File: config.mk
export PLATFORM = sky130hd
export DESIGN_NAME = cao_blend
export DESIGN_NICKNAME = d
export VERILOG_FILES = /design/src/rtl/core/cao_pkg.sv /design/src/rtl/core/cao_blend.sv
export SDC_FILE = /design/constraint.sdc
export NUM_CORES = 1
export LEC_CHECK = 0
export BUFFER_PORTS_ARGS = -buffer_cell sky130_fd_sc_hd__buf_4
export CAP_MARGIN = 10
export CORE_MARGIN = 2
export CORE_UTILIZATION = 55
export DETAILED_ROUTE_END_ITERATION = 10
export PLACE_DENSITY_LB_ADDON = 0.12
export SYNTH_ARGS = -nofsm -noshare
export SYNTH_HDL_FRONTEND = slang
export SYNTH_SLANG_ARGS = --single-unit
File: constraint.sdc
create_clock -name vclk -period 17.53
set_clock_uncertainty 0.1 [all_clocks]
set_input_delay 1.753 -clock vclk [all_inputs]
set_output_delay 1.753 -clock vclk [all_outputs]
set_load 0.02 [all_outputs]
File: src/rtl/core/cao_pkg.sv
`timescale 1ns / 1ps
// Shared types and constants for the cursor alpha overlay core.
// No dependencies; used by the interfaces and every core module.
package cao_pkg;

    localparam int unsigned COORD_W    = 16;
    localparam int unsigned CHAN_W     = 8;
    localparam int unsigned HOT_W      = 8;
    localparam int unsigned SIZE_W     = 9;
    localparam int unsigned TEXEL_W    = 32;
    localparam int unsigned MODE_W     = 2;
    localparam int unsigned CFG_IDX_W  = 3;
    localparam int unsigned CFG_DATA_W = 16;

    // Item opcodes carried in the mode field; the fourth code is unused.
    typedef enum logic [MODE_W-1:0] {
        MODE_COLOR = 2'd0,
        MODE_MONO  = 2'd1,
        MODE_BLEND = 2'd2
    } t_mode;

    // Register indexes of the configuration port.
    typedef enum logic [CFG_IDX_W-1:0] {
        REG_POINTER_X    = 3'd0,
        REG_POINTER_Y    = 3'd1,
        REG_HOTSPOT_X    = 3'd2,
        REG_HOTSPOT_Y    = 3'd3,
        REG_SHAPE_WIDTH  = 3'd4,
        REG_SHAPE_HEIGHT = 3'd5,
        REG_FRAME_WIDTH  = 3'd6,
        REG_FRAME_HEIGHT = 3'd7
    } t_cfg_idx;

    // Monochrome texel encodings: alpha in the top byte, then R, G, B.
    localparam logic [TEXEL_W-1:0] TEXEL_CLEAR = 32'h0000_0000;
    localparam logic [TEXEL_W-1:0] TEXEL_WHITE = 32'hFFFF_FFFF;
    localparam logic [TEXEL_W-1:0] TEXEL_BLACK = 32'hFF00_0000;

    localparam logic [SIZE_W-1:0] SHAPE_RESET = 9'd1;

    // Configuration register file as seen by the window logic.
    typedef struct packed {
        logic [COORD_W-1:0] pointer_x;
        logic [COORD_W-1:0] pointer_y;
        logic [HOT_W-1:0]   hotspot_x;
        logic [HOT_W-1:0]   hotspot_y;
        logic [SIZE_W-1:0]  shape_width;
        logic [SIZE_W-1:0]  shape_height;
        logic [COORD_W-1:0] frame_width;
        logic [COORD_W-1:0] frame_height;
    } t_cfg;

endpackage

File: src/rtl/core/cao_blend.sv
`timescale 1ns / 1ps
// Per-channel alpha blend of a cursor texel over a screen pixel.
// Depends on cao_pkg for channel and texel widths.
module cao_blend (
    input  logic [cao_pkg::TEXEL_W-1:0]  i_texel,
    input  logic                         i_covered,
    input  logic [cao_pkg::CHAN_W-1:0]   i_red,
    input  logic [cao_pkg::CHAN_W-1:0]   i_green,
    input  logic [cao_pkg::CHAN_W-1:0]   i_blue,
    output logic [cao_pkg::CHAN_W-1:0]   o_red,
    output logic [cao_pkg::CHAN_W-1:0]   o_green,
    output logic [cao_pkg::CHAN_W-1:0]   o_blue
);

    localparam int unsigned CW = cao_pkg::CHAN_W;
    localparam int unsigned PW = 2 * CW + 1;

    // (old*(256-a) + new*a) >> 8; the sum never exceeds 16 bits
    function automatic logic [CW-1:0] mix(input logic [CW-1:0] old_c,
                                          input logic [CW-1:0] new_c,
                                          input logic [CW-1:0] a);
        logic [CW:0]   inv_a;
        logic [PW-1:0] sum;
        inv_a = (CW+1)'(1 << CW) - {1'b0, a};
        sum   = PW'(old_c) * PW'(inv_a) + PW'(new_c) * PW'(a);
        return sum[2*CW-1:CW];
    endfunction

    logic [CW-1:0] ta, tr, tg, tb;

    always_comb begin
        ta = i_texel[4*CW-1:3*CW];
        tr = i_texel[3*CW-1:2*CW];
        tg = i_texel[2*CW-1:CW];
        tb = i_texel[CW-1:0];
        if (i_covered) begin
            o_red   = mix(i_red, tr, ta);
            o_green = mix(i_green, tg, ta);
            o_blue  = mix(i_blue, tb, ta);
        end else begin
            o_red   = i_red;
            o_green = i_green;
            o_blue  = i_blue;
        end
    end

endmodule

==> impl_metrics.tcl, run 1 <==
set metrics [dict create \
    slew-limit-headroom_pct 37.67 \
    vias 9869 \
    ant_nets 0 \
    drcViolationCount 0 \
    cp_data_required_time_ns 15.68 \
    dieArea_mm2 0.02600 \
    hold_viol 0 \
    post-place-ws_ns 6.809 \
    grt_max_degree 48 \
    end_kind "output port" \
    fmax_mhz 93.19 \
    layout_commonest_cell "inv_1" \
    syn_nets 2089 \
    drt_iter0_markers 436 \
    initial_core_util_pct 55.93 \
    cp.arrival_ns 8.88 \
    final-seq-area_um2 0 \
    die_width_um 161.3 \
    postSynthAreaPerCell_um2 8.770 \
    io-pin-count 81 \
    io_buffers 81 \
    row_count 57 \
    routed_wl_mm 29.80 \
    postLayoutCellArea_mm2 0.01448 \
    grt_usage_pct 24.62 \
    maxCapViolations 0 \
    dpl_cell_area_mm2 0.01448 \
    fin_crit_sh_pct 61.22 \
    die_h_um 161.3 \
    multi_input_area_mm2 0.01184 \
    ys_seq_area_share_pct 0 \
    clockBufferCount 0 \
    core_mm2 0.02432 \
    place_congestion 0.8326 \
    drt_pass1_iterations 6 \
    grt_pass1_vias 10780 \
    ys_warn_count 0 \
    fin_nets 2119 \
    overflow 0 \
    hp-start "i_red[7]" \
    cts_resized 0 \
    rsz0062_at_grt "no" \
    final.setup.worst_slack_ns 6.799 \
    drive_gt1_share_pct 7.410 \
    final_cell_mix "inv_1 (417), fa_1 (300), and2_1 (244)" \
    num-fill-cells 2237 \
    post_drt_wl_per_cell_um 15.66 \
    period_minus_slack_ns 10.73 \
    synth.distinct_cells 55 \
    antenna_found_initial 0 \
    syn_inst 1551 \
    status "complete, no violations" \
    path_max_fanout 47 \
    cts_setup_buffers 0 \
    hold_buffers 0 \
    diodes 0 \
    start_kind "input pin" \
    seq_cells 0 \
    setup_viol 0 \
    path_class "in -> out" \
    tightest_slew_ns 0.9349 \
    synthToLayoutAreaGrowth_pct 6.421 \
    hp-class "in -> out" \
    grt_pass1_wl_mm 51.87 \
    slew_viol_final 0 \
    endpoint "o_blue[7]" \
    crit_start "i_texel[24]" \
    synth_area_mm2 0.01360 \
    routed_via_density 5.186 \
    fin_setup_tns_ns 0 \
    hpwl_mm 24.92 \
]
==> cells in the mapped netlist, types with 6 or more instances <==
master    number  share of area (%)
and2_1       244                 11
xor2_1        13               0.84
nor2_1        13               0.36
nand3_1       11               0.40
fa_1         300                 44
xnor2_1       29                1.9
mux2_2        15                1.2
a21oi_1       12               0.44
ha_1         181                 17
nand2_1      170                4.7
clkbuf_1      45                1.2
o21ai_0        6               0.22
nor3_1         6               0.22
buf_1         10               0.28
a21o_1        15               0.83
inv_1        417                 12
==> cell families (layout without fill, tap and decap cells) <==
kind of cell	count (synthesis)	count (layout)	share of synthesized area, %
compound gates	66	66	3.689
xor+xnor	42	42	2.704
fa+ha+maj	481	481	60.80
buf+inv	478	506	13.28
mux	17	17	1.398
simple gates	467	467	18.12
==> layer usage <==
metal  up-vias  routed length (um)  track usage, %
li1       4589                   -               -
met1      5049               12920           33.60
met2       207               15420           45.34
met3        24                1191          0.8988
met4         0                 272           2.760
met5         -                   0               0
==> layout make-up <==
| class | instances | area share (%) |
|---|---|---|
| Multi-Input combinational cell | 1073 | 81.80 |
| Inverter | 418 | 10.84 |
| Timing Repair Buffer | 88 | 4.564 |
| Tap cell | 324 | 2.801 |
==> critical path, stage by stage <==
cell and delay, ns:
buf_4 0.38, inv_1 0.12, ha_1 0.28, nand3_1 0.13, xor2_2 0.45, buf_4 0.33
nand2_1 0.11, fa_1 0.51, fa_1 0.51, fa_1 0.51, inv_1 0.06, fa_1 0.49
fa_1 0.50, inv_1 0.05, fa_1 0.48, inv_1 0.04, ha_1 0.30, a21o_1 0.12
a21o_1 0.18, o22ai_1 0.18, o31ai_1 0.65, a21oi_1 0.19, xor2_1 0.17, a31oi_1 0.18
buf_4 0.16
==> how the worst min path moves through the flow <==
| stage | end | slack, ns | depth (start not counted) |
|---|---|---|---|
| after floorplan | o_blue[4] | 3.60 | 1 |
| after global placement | o_red[7] | 3.82 | 3 |
| after detailed placement | o_red[7] | 3.82 | 3 |
| after CTS | o_red[7] | 3.82 | 3 |
| after global routing | o_red[7] | 3.84 | 3 |
| final | o_red[7] | 3.81 | 3 |
==> stage by stage <==
| stage | std cells | util [%] | hold WS (ns) |
|---|---|---|---|
| after global routing | 1903 | 59.52 | 3.843 |
| after CTS | 1903 | 59.52 | 3.824 |
| after detailed placement | 1903 | 59.52 | 3.822 |
| after floorplan | 1551 | - | 3.595 |
| final | 1903 | 59.52 | 3.813 |
| after global placement | 1903 | 59.52 | 3.821 |
Power of run 1 is left out: the tool's default activity adds up to more than one toggle a clock period on the data nets, which glitch-free logic cannot reach.
==> run 2: changes to the inputs <==
ABC_AREA = 1   (was not set)
clock period = 11 ns   (was 17.53 ns; I/O delays follow)
==> impl_metrics.tcl, run 2 <==
set metrics [dict create \
    cts_resized 0 \
    fin_nets 2635 \
    hold_buffers 0 \
    yosysTopAreaCell "fa_1" \
    endpoint "o_green[7]" \
    synth_most_common_cell "inv_1" \
    grt_pass1_vias 13010 \
    synth_top_family_by_area "adder cells" \
    hpwl_mm 30.90 \
    synth.distinct_cells 34 \
    grt_usage_pct 28.09 \
    crit_start "i_texel[25]" \
    top_layer "met4" \
    die_width_um 167.9 \
    slew-limit-headroom_pct 27.16 \
    antenna_found_initial 0 \
    num-fill-cells 2528 \
    layout_commonest_cell "inv_1" \
    cp.arrival_ns 7.92 \
    postLayoutCellArea_mm2 0.01545 \
    synth_area_mm2 0.01477 \
    slew_viol_final 0 \
    end_kind "output port" \
    setup_viol 0 \
    die_h_um 167.9 \
    max_stage_delay_ns 0.65 \
    dpl_cell_area_mm2 0.01545 \
    hold_viol 0 \
    fmax_mhz 109.7 \
    cts_setup_buffers 0 \
    routed_wl_mm 37.17 \
    synth_top_cells_by_count "inv_1 (682), nand2_1 (542), fa_1 (300)" \
    final-seq-area_um2 0 \
    synth_area_leaders "fa_1 (41%), inv_1 (17%), ha_1 (15%)" \
    synthAdderAreaFrac_pct 56.00 \
    overflow 0 \
    period_minus_slack_ns 9.119 \
    dieArea_mm2 0.02818 \
    rsz0062_at_grt "no" \
    post-place-ws_ns 1.890 \
    syn_inst 2090 \
    place_congestion 0.8864 \
    m1WireLength_mm 14.91 \
    start_kind "input pin" \
    worst_path_max_delay_cell "clkinv_1" \
    post_drt_wl_per_cell_um 15.30 \
    synth_top_cell_area_share_pct 40.67 \
    fin_setup_tns_ns 0 \
    vias 12270 \
    final.setup.worst_slack_ns 1.881 \
    synthToLayoutAreaGrowth_pct 4.634 \
    grt_pass1_wl_mm 63.30 \
    synthXorXnorAreaFrac_pct 0.3558 \
    crit_top_cell "nand2_1" \
    postSynthAreaPerCell_um2 7.066 \
    maxCapViolations 0 \
    drt_iter0_markers 785 \
    io-pin-count 81 \
    cp_data_required_time_ns 9.80 \
    hp-class "in -> out" \
    synth-simple-area-share_pct 21.24 \
    fin_crit_sh_pct 82.90 \
    ys_warn_count 0 \
    synth-compound-area-share_pct 2.415 \
    status "complete, no violations" \
    routed_via_density 5.049 \
    diodes 0 \
    clockBufferCount 0 \
    final_cell_mix "inv_1 (682), nand2_1 (542), fa_1 (300)" \
    seq_cells 0 \
    dr_wl_met3_mm 2.572 \
    drcViolationCount 0 \
    io_buffers 81 \
    synthMuxAreaShare_pct 0 \
    grt_max_degree 50 \
    path_class "in -> out" \
    wl_met2_mm 18.63 \
    syn_nets 2628 \
    core_mm2 0.02621 \
    tightest_slew_ns 1.086 \
    path_max_fanout 26 \
    ant_nets 0 \
    ys_seq_area_share_pct 0 \
    drt_pass1_iterations 5 \
    drive_gt1_share_pct 5.107 \
    row_count 59 \
    initial_core_util_pct 56.35 \
]
-- run 2: cell types whose count changed in the layout (fill, tap and decap cells not counted), sizes merged, moves of 23 or more --
cell | before | now
nor2 | 13 | 134
inv | 417 | 685
nand2 | 170 | 546
and2 | 244 | 0
xnor2 | 29 | 6
nand3 | 11 | 47
-- run 2: area by class of cell --
type                            instances  area (um^2)  area share [%]
Tap cell                              335        419.2           2.713
Inverter                              687         2579           16.69
Timing Repair Buffer                   85        638.1           4.130
Multi-Input combinational cell       1323        11820           76.47
-- run 2: per-stage QoR --
step,util [%],hold WS (ns),cells
finish,58.96,2.453,2430
global route,58.96,2.479,2430
CTS,58.96,2.457,2430
detailed placement,58.96,2.454,2430
global placement,58.96,2.452,2430
floorplan,-,2.275,2090
-- run 2: how the worst min path moves through the flow --
stage,start,endpoint,cells after the start
after global routing,i_red[5],o_red[5],4
after detailed placement,i_blue[6],o_blue[6],4
after CTS,i_green[5],o_green[5],4
after floorplan,i_blue[4],o_blue[4],2
final,i_red[6],o_red[6],4
after global placement,i_red[5],o_red[5],4
-- run 2: per-layer routing --
metal	global-route usage, %	vias to the layer above
met5	0	-
met1	36.17	5911
li1	-	5891
met4	6.957	0
met3	3.573	78
met2	50.34	389
-- run 2: kinds of logic after synthesis --
family          after synthesis
compound gates               63
xor+xnor                      6
fa+ha+maj                   481
buf+inv                     767
simple gates                773
-- run 2: worst max-delay path: cells and delay by family --
family | cells | cell delay [ns]
adder cells (fa/ha/maj) | 8 | 3.46
buffers and inverters | 9 | 1.55
AND/OR/NAND/NOR | 11 | 1.49
AO/OA/AOI/OAI | 1 | 0.31
Power of run 2 is left out for the same reason.
==> run 3: changes to the inputs <==
ABC_AREA = 0   (was 1)
clock period = 8.1 ns   (was 11 ns; I/O delays follow)
==> impl_metrics.tcl, run 3 (same netlist as run 1, synthesis figures left out) <==
set metrics [dict create \
    drive_gt1_share_pct 12.02 \
    fin_nets 2171 \
    initial_core_util_pct 55.93 \
    antenna_found_initial 0 \
    cp_data_required_time_ns 7.19 \
    die_h_um 161.3 \
    hp-class "in -> out" \
    dieArea_mm2 0.02600 \
    start_kind "input pin" \
    endpoint "o_green[4]" \
    diodes 0 \
    layout_commonest_cell "inv_1" \
    routed_via_density 5.158 \
    status "complete, no violations" \
    overflow 0 \
    tightest_slew_ns 0.8638 \
    drcViolationCount 0 \
    hold_viol 0 \
    maxCapViolations 0 \
    num-fill-cells 2157 \
    final-seq-area_um2 0 \
    drt_iter0_markers 481 \
    fin_util_pct 62.18 \
    fin_crit_sh_pct 97.38 \
    place_congestion 0.8638 \
    hold_buffers 0 \
    grt_usage_pct 25.96 \
    seq_cells 0 \
    routed_wl_mm 31.65 \
    grt_pass1_wl_mm 54.39 \
    period_minus_slack_ns 7.888 \
    clockBufferCount 0 \
    io_buffers 81 \
    ant_nets 0 \
    core_mm2 0.02432 \
    io-pin-count 81 \
    hpwl_mm 26.13 \
    grt_pass1_vias 11110 \
    slew-limit-headroom_pct 42.06 \
    fmax_mhz 126.8 \
    row_count 57 \
    post_drt_wl_per_cell_um 16.19 \
    die_width_um 161.3 \
    crit_start "i_texel[27]" \
    end_kind "output port" \
    vias 10080 \
    grt_max_degree 31 \
    path_max_fanout 8 \
    setup_viol 0 \
    cp.arrival_ns 6.98 \
    synthToLayoutAreaGrowth_pct 11.18 \
    path_class "in -> out" \
    multi_input_area_mm2 0.01207 \
    slew_viol_final 0 \
    final_cell_mix "inv_1 (414), fa_1 (299), and2_1 (244)" \
    drt_pass1_iterations 5 \
]
-- run 3: changes by cell type in the layout (fill, tap and decap cells not counted), sizes merged, moves of 36 or more --
cell / delta
buf: +55
and2: +244
nand2: -376
inv: -268
nor2: -121
nand3: -36
-- run 3: timing repair --
action,in CTS,in global routing
pin swaps,0,27
resized for setup,2,42
setup endpoints to repair,2,14
gates cloned,0,1
setup buffers,0,12
-- run 3: layer usage --
layer  part of all wire [%]  GRT usage [%]  up-vias
met1                     44          36.05     5133
met4                    1.4          3.653        0
met5                      0              0        -
met3                    3.6          1.181       33
met2                     51          46.57      211
li1                       -              -     4707
-- run 3: critical path: stages --
cell and delay, ns:
buf_4 0.12, nor2_4 0.11, buf_6 0.12, buf_4 0.11, nand2_2 0.09, xor2_4 0.29
buf_12 0.14, buf_4 0.14, nand2_1 0.09, fa_1 0.48, fa_1 0.51, fa_1 0.51
inv_1 0.06, fa_1 0.50, fa_1 0.49, inv_1 0.06, fa_1 0.48, inv_1 0.04
ha_1 0.29, nand3_1 0.10, nand2_2 0.09, o41a_1 0.49, o21a_1 0.25, o21a_1 0.19
o31ai_1 0.20, buf_4 0.19
-- run 3: metrics by stage --
| stage | setup TNS, ns | hold slack [ns] | cells | area, um^2 | worst slack (ns) |
|---|---|---|---|---|---|
| 2_1_floorplan | 0 | 1.709 | 1551 | 13600 | 0.2049 |
| 3_3_place_gp | 0 | 1.924 | 1942 | 14770 | 0.04615 |
| 3_5_place_dp | -0.08331 | 1.932 | 1942 | 14770 | -0.08331 |
| 4_1_cts | 0 | 1.931 | 1942 | 14780 | 0.03550 |
| 5_1_grt | -0.09478 | 1.960 | 1955 | 15120 | -0.05462 |
| 6_report | 0 | 1.927 | 1955 | 15120 | 0.2120 |
-- run 3: worst min path at each step --
| stage | end | start | slack (ns) | depth (start not counted) |
|---|---|---|---|---|
| after floorplan | o_blue[4] | i_blue[4] | 1.71 | 1 |
| after global placement | o_red[7] | i_red[7] | 1.92 | 3 |
| after detailed placement | o_red[7] | i_red[7] | 1.93 | 3 |
| after CTS | o_red[7] | i_red[7] | 1.93 | 3 |
| after global routing | o_red[7] | i_red[7] | 1.96 | 3 |
| final | o_red[7] | i_red[7] | 1.93 | 3 |
-- run 3: cell type report --
type	count	area share [%]
timing repair buffer	140	7.116
tap	324	2.681
multi-input combinational	1073	79.83
inverter	418	10.38
Power of run 3 is left out for the same reason.
