==> src/rtl/core/cao_pkg.sv <==
`timescale 1ns / 1ps
// Shared types and constants for the cursor alpha overlay core.
// No dependencies; used by the interfaces and every core module.
package cao_pkg;

    localparam int unsigned COORD_W    = 16;
    localparam int unsigned CHAN_W     = 8;
    localparam int unsigned HOT_W      = 8;
    localparam int unsigned SIZE_W     = 9;
    localparam int unsigned TEXEL_W    = 32;
    localparam int unsigned MODE_W     = 2;
    localparam int unsigned CFG_IDX_W  = 3;
    localparam int unsigned CFG_DATA_W = 16;

    // Item opcodes carried in the mode field; the fourth code is unused.
    typedef enum logic [MODE_W-1:0] {
        MODE_COLOR = 2'd0,
        MODE_MONO  = 2'd1,
        MODE_BLEND = 2'd2
    } t_mode;

    // Register indexes of the configuration port.
    typedef enum logic [CFG_IDX_W-1:0] {
        REG_POINTER_X    = 3'd0,
        REG_POINTER_Y    = 3'd1,
        REG_HOTSPOT_X    = 3'd2,
        REG_HOTSPOT_Y    = 3'd3,
        REG_SHAPE_WIDTH  = 3'd4,
        REG_SHAPE_HEIGHT = 3'd5,
        REG_FRAME_WIDTH  = 3'd6,
        REG_FRAME_HEIGHT = 3'd7
    } t_cfg_idx;

    // Monochrome texel encodings: alpha in the top byte, then R, G, B.
    localparam logic [TEXEL_W-1:0] TEXEL_CLEAR = 32'h0000_0000;
    localparam logic [TEXEL_W-1:0] TEXEL_WHITE = 32'hFFFF_FFFF;
    localparam logic [TEXEL_W-1:0] TEXEL_BLACK = 32'hFF00_0000;

    localparam logic [SIZE_W-1:0] SHAPE_RESET = 9'd1;

    // Configuration register file as seen by the window logic.
    typedef struct packed {
        logic [COORD_W-1:0] pointer_x;
        logic [COORD_W-1:0] pointer_y;
        logic [HOT_W-1:0]   hotspot_x;
        logic [HOT_W-1:0]   hotspot_y;
        logic [SIZE_W-1:0]  shape_width;
        logic [SIZE_W-1:0]  shape_height;
        logic [COORD_W-1:0] frame_width;
        logic [COORD_W-1:0] frame_height;
    } t_cfg;

endpackage

==> src/rtl/core/cao_window.sv <==
`timescale 1ns / 1ps
// Cursor window geometry: clamps size and hotspot, tests a screen pixel
// against frame and window, forms the texel address. Depends on cao_pkg.
module cao_window #(
    parameter int unsigned MAX_CURSOR_SIZE = 256,
    parameter int unsigned AW              = 8
) (
    input  cao_pkg::t_cfg                i_cfg,
    input  logic                         i_loaded,
    input  logic [cao_pkg::COORD_W-1:0]  i_pos_x,
    input  logic [cao_pkg::COORD_W-1:0]  i_pos_y,
    output logic                         o_covered,
    output logic [2*AW-1:0]              o_addr
);

    localparam int unsigned        SW     = cao_pkg::SIZE_W;
    localparam int unsigned        DW     = cao_pkg::COORD_W + 2;
    localparam logic [SW-1:0]      MAX_SZ = SW'(MAX_CURSOR_SIZE);

    logic [SW-1:0] w, h, hx, hy;
    logic [DW-1:0] dx, dy;
    logic          in_x, in_y, in_frame;

    always_comb begin
        // size outside 1..MAX is pulled to the nearest limit
        if (i_cfg.shape_width == '0)         w = SW'(1);
        else if (i_cfg.shape_width > MAX_SZ) w = MAX_SZ;
        else                                 w = i_cfg.shape_width;
        if (i_cfg.shape_height == '0)         h = SW'(1);
        else if (i_cfg.shape_height > MAX_SZ) h = MAX_SZ;
        else                                  h = i_cfg.shape_height;

        // a hotspot strictly beyond the size drops to size-1
        hx = ({1'b0, i_cfg.hotspot_x} > w) ? w - SW'(1) : {1'b0, i_cfg.hotspot_x};
        hy = ({1'b0, i_cfg.hotspot_y} > h) ? h - SW'(1) : {1'b0, i_cfg.hotspot_y};

        // offset into the window, two's complement over DW bits
        dx = {2'b00, i_pos_x} - {2'b00, i_cfg.pointer_x} + DW'(hx);
        dy = {2'b00, i_pos_y} - {2'b00, i_cfg.pointer_y} + DW'(hy);

        in_x     = !dx[DW-1] && (dx[DW-2:0] < (DW-1)'(w));
        in_y     = !dy[DW-1] && (dy[DW-2:0] < (DW-1)'(h));
        in_frame = (i_pos_x < i_cfg.frame_width) && (i_pos_y < i_cfg.frame_height);

        o_covered = i_loaded && in_frame && in_x && in_y;
        o_addr    = {dy[AW-1:0], dx[AW-1:0]};
    end

endmodule

==> config.mk <==
export PLATFORM = sky130hd
export DESIGN_NAME = cao_window
export DESIGN_NICKNAME = d
export VERILOG_FILES = /design/src/rtl/core/cao_pkg.sv /design/src/rtl/core/cao_window.sv
export SDC_FILE = /design/constraint.sdc
export NUM_CORES = 1
export LEC_CHECK = 0
export ABC_AREA = 1
export ABC_CLOCK_PERIOD_IN_PS = 5650
export BUFFER_PORTS_ARGS = -buffer_cell sky130_fd_sc_hd__buf_2
export CORE_MARGIN = 2
export CORE_UTILIZATION = 56
export DETAILED_ROUTE_END_ITERATION = 7
export PLACE_DENSITY = 0.84
export SYNTH_ARGS = -nofsm -noshare
export SYNTH_HDL_FRONTEND = slang
export SYNTH_SLANG_ARGS = --single-unit
==> constraint.sdc <==
create_clock -name vclk -period 5.65
set_input_delay 0 -clock vclk [all_inputs]
set_output_delay 0 -clock vclk [all_outputs]
set_load 0.01 [all_outputs]
==> impl_metrics.env, run 1 <==
export IMPL_status="finished, final reports clean"
export IMPL_fp_row_count=34
export IMPL_design_area_mm2=0.00601
export IMPL_grt_setup_unrepaired="false"
export IMPL_cts_hold_buf=0
export IMPL_syn2layout_area_growth_pct=17.2
export IMPL_syn_nets=1151
export IMPL_cellLeakagePower_nw=3.71
export IMPL_cp_common_cell="nor2_1"
export IMPL_drt_wl_total_um=12600
export IMPL_grt_usage=0.247
export IMPL_seq_area_um2=0
export IMPL_initial_core_util=0.582
export IMPL_cp_slowest_cell="ha_1"
export IMPL_io_buffers=148
export IMPL_max_freq_mhz=203
export IMPL_whs_path_depth=5
export IMPL_fin_crit_ps=4920
export IMPL_yosysSeqAreaShare=0
export IMPL_grt_max_degree=17
export IMPL_ios=148
export IMPL_placed_area_mm2=0.00600
export IMPL_chipHeight_um=99.7
export IMPL_first_iter_violations=227
export IMPL_hold_viol=0
export IMPL_timing_final_crit_share=0.870
export IMPL_startpoint_type="input port"
export IMPL_die_area_mm2=0.00994
export IMPL_die_x_um=99.7
export IMPL_post_cts_buffers=0
export IMPL_detail_route_antenna_nets=0
export IMPL_clock_buffers=0
export IMPL_final_max_slew_viol_count=0
export IMPL_cp_slowest_stage_delay_ps=370
export IMPL_wl_per_cell_um=10.9
export IMPL_vias=5962
export IMPL_multi_input_area_mm2=0.00452
export IMPL_yosysWarnings=0
export IMPL_grt_overflow_total=0
export IMPL_cts_resized=0
export IMPL_grt_pass1_wl_um=21400
export IMPL_gr_usage_met3=0.00351
export IMPL_arrival_ps=4920
export IMPL_route_detailed_drc=0
export IMPL_drive_above_1_share=0.177
export IMPL_yosys_area_top_type_share=0.278
export IMPL_use_met2=0.446
export IMPL_crit_type="input port to primary output"
export IMPL_core_area_mm2=0.00881
export IMPL_met1_usage=0.347
export IMPL_mostFrequentLayoutCell="nand2_1"
export IMPL_cp_max_fo=14
export IMPL_fin_tns_setup_ps=0
export IMPL_syn_area_mm2=0.00513
export IMPL_nets=1299
export IMPL_yosysTopAreaCell="ha_1"
export IMPL_seq_cells=0
export IMPL_relSlewSlack=0.698
export IMPL_drt_pass1_iterations=5
export IMPL_p_per_area_mw_per_mm2=171
export IMPL_final_setup_viol_count=0
export IMPL_grt_antenna_before_repair=0
export IMPL_worst_setup_path_end_kind="primary output"
export IMPL_final_cell_mix="nand2_1, inv_1, buf_2"
export IMPL_place_hpwl_um=11500
export IMPL_maxCapViolCount=0
export IMPL_top_usage_layer="met2"
export IMPL_first_global_vias=5188
export IMPL_diodes=0
export IMPL_cp_required_ps=5650
export IMPL_viasPerCell=5.16
export IMPL_netlist_top_cells_area="ha_1, nand2_1, inv_1"
export IMPL_fillers=868
export IMPL_gp_congestion=0.988
export IMPL_syn_avg_cell_area_um2=5.68
export IMPL_hp_class="input port to primary output"
export IMPL_synthCells=902
export IMPL_ir_drop_mv=0.117
export IMPL_tightest_slew_ps=448
export IMPL_yosysUniqueCellTypes=36
metrics by stage:
| stage | cells | hold slack, ps | total power, W | worst slack, ps | utilization |
|---|---|---|---|---|---|
| global route | 1156 | 595 | 0.00117 | 75.6 | 0.683 |
| global placement | 1156 | 527 | 0.00100 | 669 | 0.681 |
| finish | 1156 | 535 | 0.00103 | 735 | 0.683 |
| detailed placement | 1156 | 532 | 0.00102 | 484 | 0.681 |
| floorplan | 902 | 265 | 0.000746 | 1100 | - |
| CTS | 1156 | 537 | 0.00102 | 458 | 0.681 |
cell usage after synthesis:
| cell type | instances |
|---|---|
| inv_2 | 1 |
| xor2_1 | 22 |
| or3_1 | 2 |
| a211oi_1 | 6 |
| o21a_1 | 4 |
| a21oi_1 | 60 |
| nor3_1 | 6 |
| a21oi_2 | 3 |
| xnor2_1 | 16 |
| fa_1 | 4 |
| and2_4 | 1 |
| a21o_1 | 2 |
| and3_1 | 1 |
| a21boi_2 | 1 |
| clkinv_2 | 1 |
| nand3b_1 | 4 |
| inv_1 | 162 |
| nand2_1 | 260 |
| nand3_2 | 7 |
| nor4_1 | 3 |
| a31oi_1 | 7 |
| nand3_4 | 1 |
| o21ai_1 | 1 |
| nand4_2 | 1 |
| clkbuf_1 | 2 |
| nor2_2 | 4 |
| or2_2 | 1 |
| o21ai_2 | 1 |
| nor2_1 | 85 |
| nor2_4 | 1 |
| nand4_1 | 17 |
| o21bai_1 | 3 |
| nand2_2 | 12 |
| nand3_1 | 52 |
| ha_1 | 114 |
| o21ai_0 | 34 |
worst paths after layout:
kind / slack (ps) / endpoint / from
worst max-delay path: 730 / o_covered / i_cfg[36]
worst min-delay path: 530 / o_addr[0] / i_cfg[58]
cells by family (layout without fill, tap and decap cells):
kind of cell               after synthesis  count (layout)  share of synthesized area
buffers and inverters                  166             312                      0.122
AOI/OAI and AO/OA                      122             122                      0.132
and+or+nand+nor                        458             458                      0.387
xor gates and xnor gates                38              38                     0.0649
adders and majority gates              118             118                      0.294
where the power goes:
part | internal [W] | switching, W | leakage [nW]
registers | 0 | 0 | 0
logic | 0.000414 | 0.000613 | 3.71
clock network | 0 | 0 | 0
per-layer routing:
layer / wire, um / up-vias
li1: - / 3227
met1: 6240 / 2551
met2: 5610 / 174
met3: 643 / 10
met4: 74 / 0
met5: 0 / -
critical path, delay by kind of cell:
kind            cells  cell delay [ps]
compound gates      9             1560
xor+xnor            1              110
fa+ha+maj           3              910
buf+inv             3              360
simple gates       21             1950
layout make-up:
class	count	share of cell area
timing repair buffer	148	0.123
tap	108	0.0225
inverter	164	0.103
multi-input combinational	736	0.752
(Power assumes the default switching activity.)
==> run 2, diff against run 1 <==
--- a/config.mk
+++ b/config.mk
@@ -8,6 +8,7 @@
 export ABC_AREA = 1
 export ABC_CLOCK_PERIOD_IN_PS = 5650
 export BUFFER_PORTS_ARGS = -buffer_cell sky130_fd_sc_hd__buf_2
+export CORE_ASPECT_RATIO = 1.25
 export CORE_MARGIN = 2
 export CORE_UTILIZATION = 56
 export DETAILED_ROUTE_END_ITERATION = 7
==> run 2 against run 1 <==
Against the previous run:
- combinational power is essentially flat
- sequential share of layout area is the same
- design area grew 0.15%
- worst hold slack lost 27 ps
- highest routed layer unchanged
- critical path type unchanged
==> impl_metrics.env, run 2 (synthesis gave the netlist of run 1 again) <==
export IMPL_status="finished, final reports clean"
export IMPL_cp_slowest_stage_delay_ps=410
export IMPL_crit_start="i_cfg[45]"
export IMPL_max_freq_mhz=196
export IMPL_timing_final_crit_share=0.901
export IMPL_final_max_slew_viol_count=0
export IMPL_chipHeight_um=111
export IMPL_die_area_mm2=0.00994
export IMPL_first_global_vias=5502
export IMPL_dp_cells=1171
export IMPL_finalPower_w=0.00103
export IMPL_grt_pass1_wl_um=21500
export IMPL_core_area_mm2=0.00903
export IMPL_first_iter_violations=265
export IMPL_mostFrequentLayoutCell="nand2_1"
export IMPL_design_area_mm2=0.00602
export IMPL_drt_wl_total_um=12800
export IMPL_seq_cells=0
export IMPL_vias=6023
export IMPL_viasPerCell=5.14
export IMPL_crit_type="input port to primary output"
export IMPL_multi_input_area_mm2=0.00451
export IMPL_fin_tns_setup_ps=0
export IMPL_relSlewSlack=0.691
export IMPL_drt_pass1_iterations=5
export IMPL_grt_overflow_total=0
export IMPL_place_hpwl_um=11700
export IMPL_cellLeakagePower_nw=3.71
export IMPL_setup_slack_ps=560
export IMPL_gp_congestion=0.936
export IMPL_tightest_slew_ps=459
export IMPL_hold_viol=0
export IMPL_route_detailed_drc=0
export IMPL_cp_slowest_cell="fa_1"
export IMPL_worst_setup_path_end_kind="primary output"
export IMPL_fp_row_count=39
export IMPL_fin_cells=1171
export IMPL_clock_buffers=0
export IMPL_ir_drop_mv=0.0773
export IMPL_p_per_area_mw_per_mm2=171
export IMPL_final_cell_mix="nand2_1, inv_1, buf_2"
export IMPL_min_from="i_cfg[50]"
export IMPL_cts_hold_buf=0
export IMPL_startpoint_type="input port"
export IMPL_post_cts_buffers=0
export IMPL_detail_route_antenna_nets=0
export IMPL_hp_class="input port to primary output"
export IMPL_maxCapViolCount=0
export IMPL_placed_area_mm2=0.00601
export IMPL_diodes=0
export IMPL_cp_required_ps=5650
export IMPL_nets=1299
export IMPL_grt_setup_unrepaired="false"
export IMPL_final_setup_viol_count=0
export IMPL_drive_above_1_share=0.177
export IMPL_syn2layout_area_growth_pct=17.4
export IMPL_cts_resized=0
export IMPL_seq_area_um2=0
export IMPL_grt_antenna_before_repair=0
export IMPL_arrival_ps=5090
export IMPL_die_x_um=89.6
export IMPL_grt_usage=0.253
export IMPL_io_buffers=148
export IMPL_grt_max_degree=17
export IMPL_fin_crit_ps=5090
export IMPL_cp_max_fo=16
export IMPL_post_place_ws_ps=499
export IMPL_fillers=874
export IMPL_wl_per_cell_um=11.0
export IMPL_initial_core_util=0.568
export IMPL_ios=148
==> run 2: final timing paths <==
path | to | cells past startpoint
min | o_addr[8] | 5
max | o_covered | 39
==> run 2: per-layer routing <==
layer / share of wire / vias up / track usage / wire (um)
met5: 0 / - / 0 / 0
met4: 0.024 / 0 / 0.0527 / 309
met3: 0.040 / 31 / 0.0119 / 517
met2: 0.52 / 155 / 0.494 / 6680
met1: 0.41 / 2619 / 0.287 / 5320
li1: - / 3218 / - / -
==> run 2: final cells by class <==
class / count / share of cell area
multi-input cells: 736 / 0.749
well taps: 123 / 0.0256
repair buffers: 148 / 0.123
inverters: 164 / 0.102
==> run 2: worst max-delay path: cells and delay by family <==
kind,cells,cell delay [ps]
adders and majority gates,4,1250
AOI/OAI and AO/OA,5,900
buffers and inverters,5,490
and+or+nand+nor,25,2460
==> run 2: per-stage QoR <==
stage	hold WS, ps	utilization
5_1_grt	543	0.667
4_1_cts	513	0.666
3_3_place_gp	514	0.666
3_5_place_dp	510	0.666
2_1_floorplan	265	-
6_report	507	0.667
==> run 2: power breakdown <==
part           total [W]  leakage, nW  switching, W  internal (W)
Clock                  0            0             0             0
Sequential             0            0             0             0
Combinational    0.00103         3.71      0.000618      0.000413
Total            0.00103         3.71      0.000618      0.000413
==> run 3, diff against run 2 <==
--- a/config.mk
+++ b/config.mk
@@ -12,7 +12,9 @@
 export CORE_MARGIN = 2
 export CORE_UTILIZATION = 56
 export DETAILED_ROUTE_END_ITERATION = 7
+export GPL_TIMING_DRIVEN = 0
 export PLACE_DENSITY = 0.84
+export SLEW_MARGIN = 20
 export SYNTH_ARGS = -nofsm -noshare
 export SYNTH_HDL_FRONTEND = slang
 export SYNTH_SLANG_ARGS = --single-unit
==> run 3 against run 2 <==
Against the previous run:
- total power shrank 0.82%
- sequential share of layout area is the same
- worst setup slack gained 35 ps
- worst hold slack worse by 11 ps
- via count decreased by 1.1%
- die area did not move
- wire length fell by 2.7%
- critical path depth is 2 lower
- flip-flop and latch count unchanged
- count of clock-buffer cells in the layout did not move
- non-clock buffer count increased by 4
- critical endpoint unchanged
- design area up 1.0%
==> impl_metrics.env, run 3 (synthesis gave the netlist of run 1 again) <==
export IMPL_final_max_slew_viol_count=0
export IMPL_cellLeakagePower_nw=3.73
export IMPL_swShare=0.595
export IMPL_max_freq_mhz=198
export IMPL_cp_depth=37
export IMPL_grt_overflow_total=0
export IMPL_core_area_mm2=0.00903
export IMPL_tightest_slew_ps=396
export IMPL_die_area_mm2=0.00994
export IMPL_placed_area_mm2=0.00602
export IMPL_maxCapViolCount=0
export IMPL_vias=5957
export IMPL_hold_viol=0
export IMPL_chipHeight_um=111
export IMPL_p_switching_w=0.000609
export IMPL_mostFrequentLayoutCell="nand2_1"
export IMPL_cp_slowest_cell="ha_1"
export IMPL_io_buffers=148
export IMPL_viasPerCell=5.07
export IMPL_startpoint_type="input port"
export IMPL_p_comb_frac=1.000
export IMPL_p_int_w=0.000415
export IMPL_grt_setup_unrepaired="false"
export IMPL_syn2layout_area_growth_pct=18.6
export IMPL_place_hpwl_um=11300
export IMPL_design_area_mm2=0.00608
export IMPL_p_seq_frac=0
export IMPL_diodes=0
export IMPL_fin_crit_ps=5050
export IMPL_first_iter_violations=202
export IMPL_finalHoldWorstSlack_ps=497
export IMPL_detail_route_antenna_nets=0
export IMPL_drive_above_1_share=0.183
export IMPL_cp_slowest_stage_delay_ps=320
export IMPL_grt_max_degree=17
export IMPL_seq_area_um2=0
export IMPL_die_x_um=89.6
export IMPL_final_cell_mix="nand2_1, inv_1, buf_2"
export IMPL_clock_buffers=0
export IMPL_relSlewSlack=0.733
export IMPL_status="finished, final reports clean"
export IMPL_initial_core_util=0.568
export IMPL_utilization=0.673
export IMPL_grt_usage=0.243
export IMPL_grt_pass1_wl_um=20700
export IMPL_drt_wl_total_um=12500
export IMPL_fin_tns_setup_ps=0
export IMPL_crit_start="i_cfg[36]"
export IMPL_setup_slack_ps=595
export IMPL_wl_per_cell_um=10.6
export IMPL_gp_congestion=0.957
export IMPL_pwr_share_clk=0
export IMPL_first_global_vias=5386
export IMPL_ios=148
export IMPL_seq_cells=0
export IMPL_cp_common_cell="nor2_1"
export IMPL_cp_max_fo=6
export IMPL_hp_class="input port to primary output"
export IMPL_worst_setup_path_end_kind="primary output"
export IMPL_route_detailed_drc=0
export IMPL_grt_antenna_before_repair=0
export IMPL_final_setup_viol_count=0
export IMPL_fp_row_count=39
export IMPL_crit_type="input port to primary output"
export IMPL_drt_pass1_iterations=4
export IMPL_critical_path_top_delay_family="simple AND/OR/NAND/NOR gates"
export IMPL_critical_path_endpoint="o_covered"
export IMPL_post_place_ws_ps=-1.24
export IMPL_p_per_area_mw_per_mm2=168
export IMPL_nets=1303
export IMPL_crit_buf_inv=3
export IMPL_cp_required_ps=5650
export IMPL_arrival_ps=5050
export IMPL_ir_drop_mv=0.0930
export IMPL_timing_final_crit_share=0.895
run 3: what timing repair did:
item	in CTS	in global routing
setup buffers	0	3
setup endpoints to repair	1	1
resized for setup	0	13
pin swaps	0	2
hold buffers	0	0
run 3: final cells by class:
type,instances,area (um2)
Multi-Input combinational cell,736,4540
Fill cell,900,2950
Timing Repair Buffer,151,763
Inverter,164,617
Tap cell,123,154
Buffer,1,5.00
run 3: worst min path at each step:
stage | from | end | depth (start not counted)
5_1_grt | i_cfg[50] | o_addr[8] | 5
6_report | i_cfg[50] | o_addr[8] | 5
4_1_cts | i_cfg[50] | o_addr[8] | 5
2_1_floorplan | i_cfg[50] | o_addr[8] | 3
3_5_place_dp | i_cfg[50] | o_addr[8] | 5
3_3_place_gp | i_cfg[50] | o_addr[8] | 5
run 3: layer usage:
metal  vias to the layer above  part of all wire  track usage
met1                      2575              0.43        0.275
li1                       3234                 -            -
met5                         -                 0            0
met4                         0             0.018       0.0488
met3                        23             0.029     0.000745
met2                       125              0.52        0.486
run 3: power groups by stage:
stage / clock, W / sequential (W) / combinational, W
5_1_grt: 0 / 0 / 0.00118
3_5_place_dp: 0 / 0 / 0.00101
3_3_place_gp: 0 / 0 / 0.000994
4_1_cts: 0 / 0 / 0.00102
6_report: 0 / 0 / 0.00102
2_1_floorplan: 0 / 0 / 0.000746
run 3: stage by stage:
step / total power [W] / instances
2_1_floorplan: 0.000746 / 902
3_3_place_gp: 0.000994 / 1173
3_5_place_dp: 0.00101 / 1173
4_1_cts: 0.00102 / 1172
5_1_grt: 0.00118 / 1175
6_report: 0.00102 / 1175
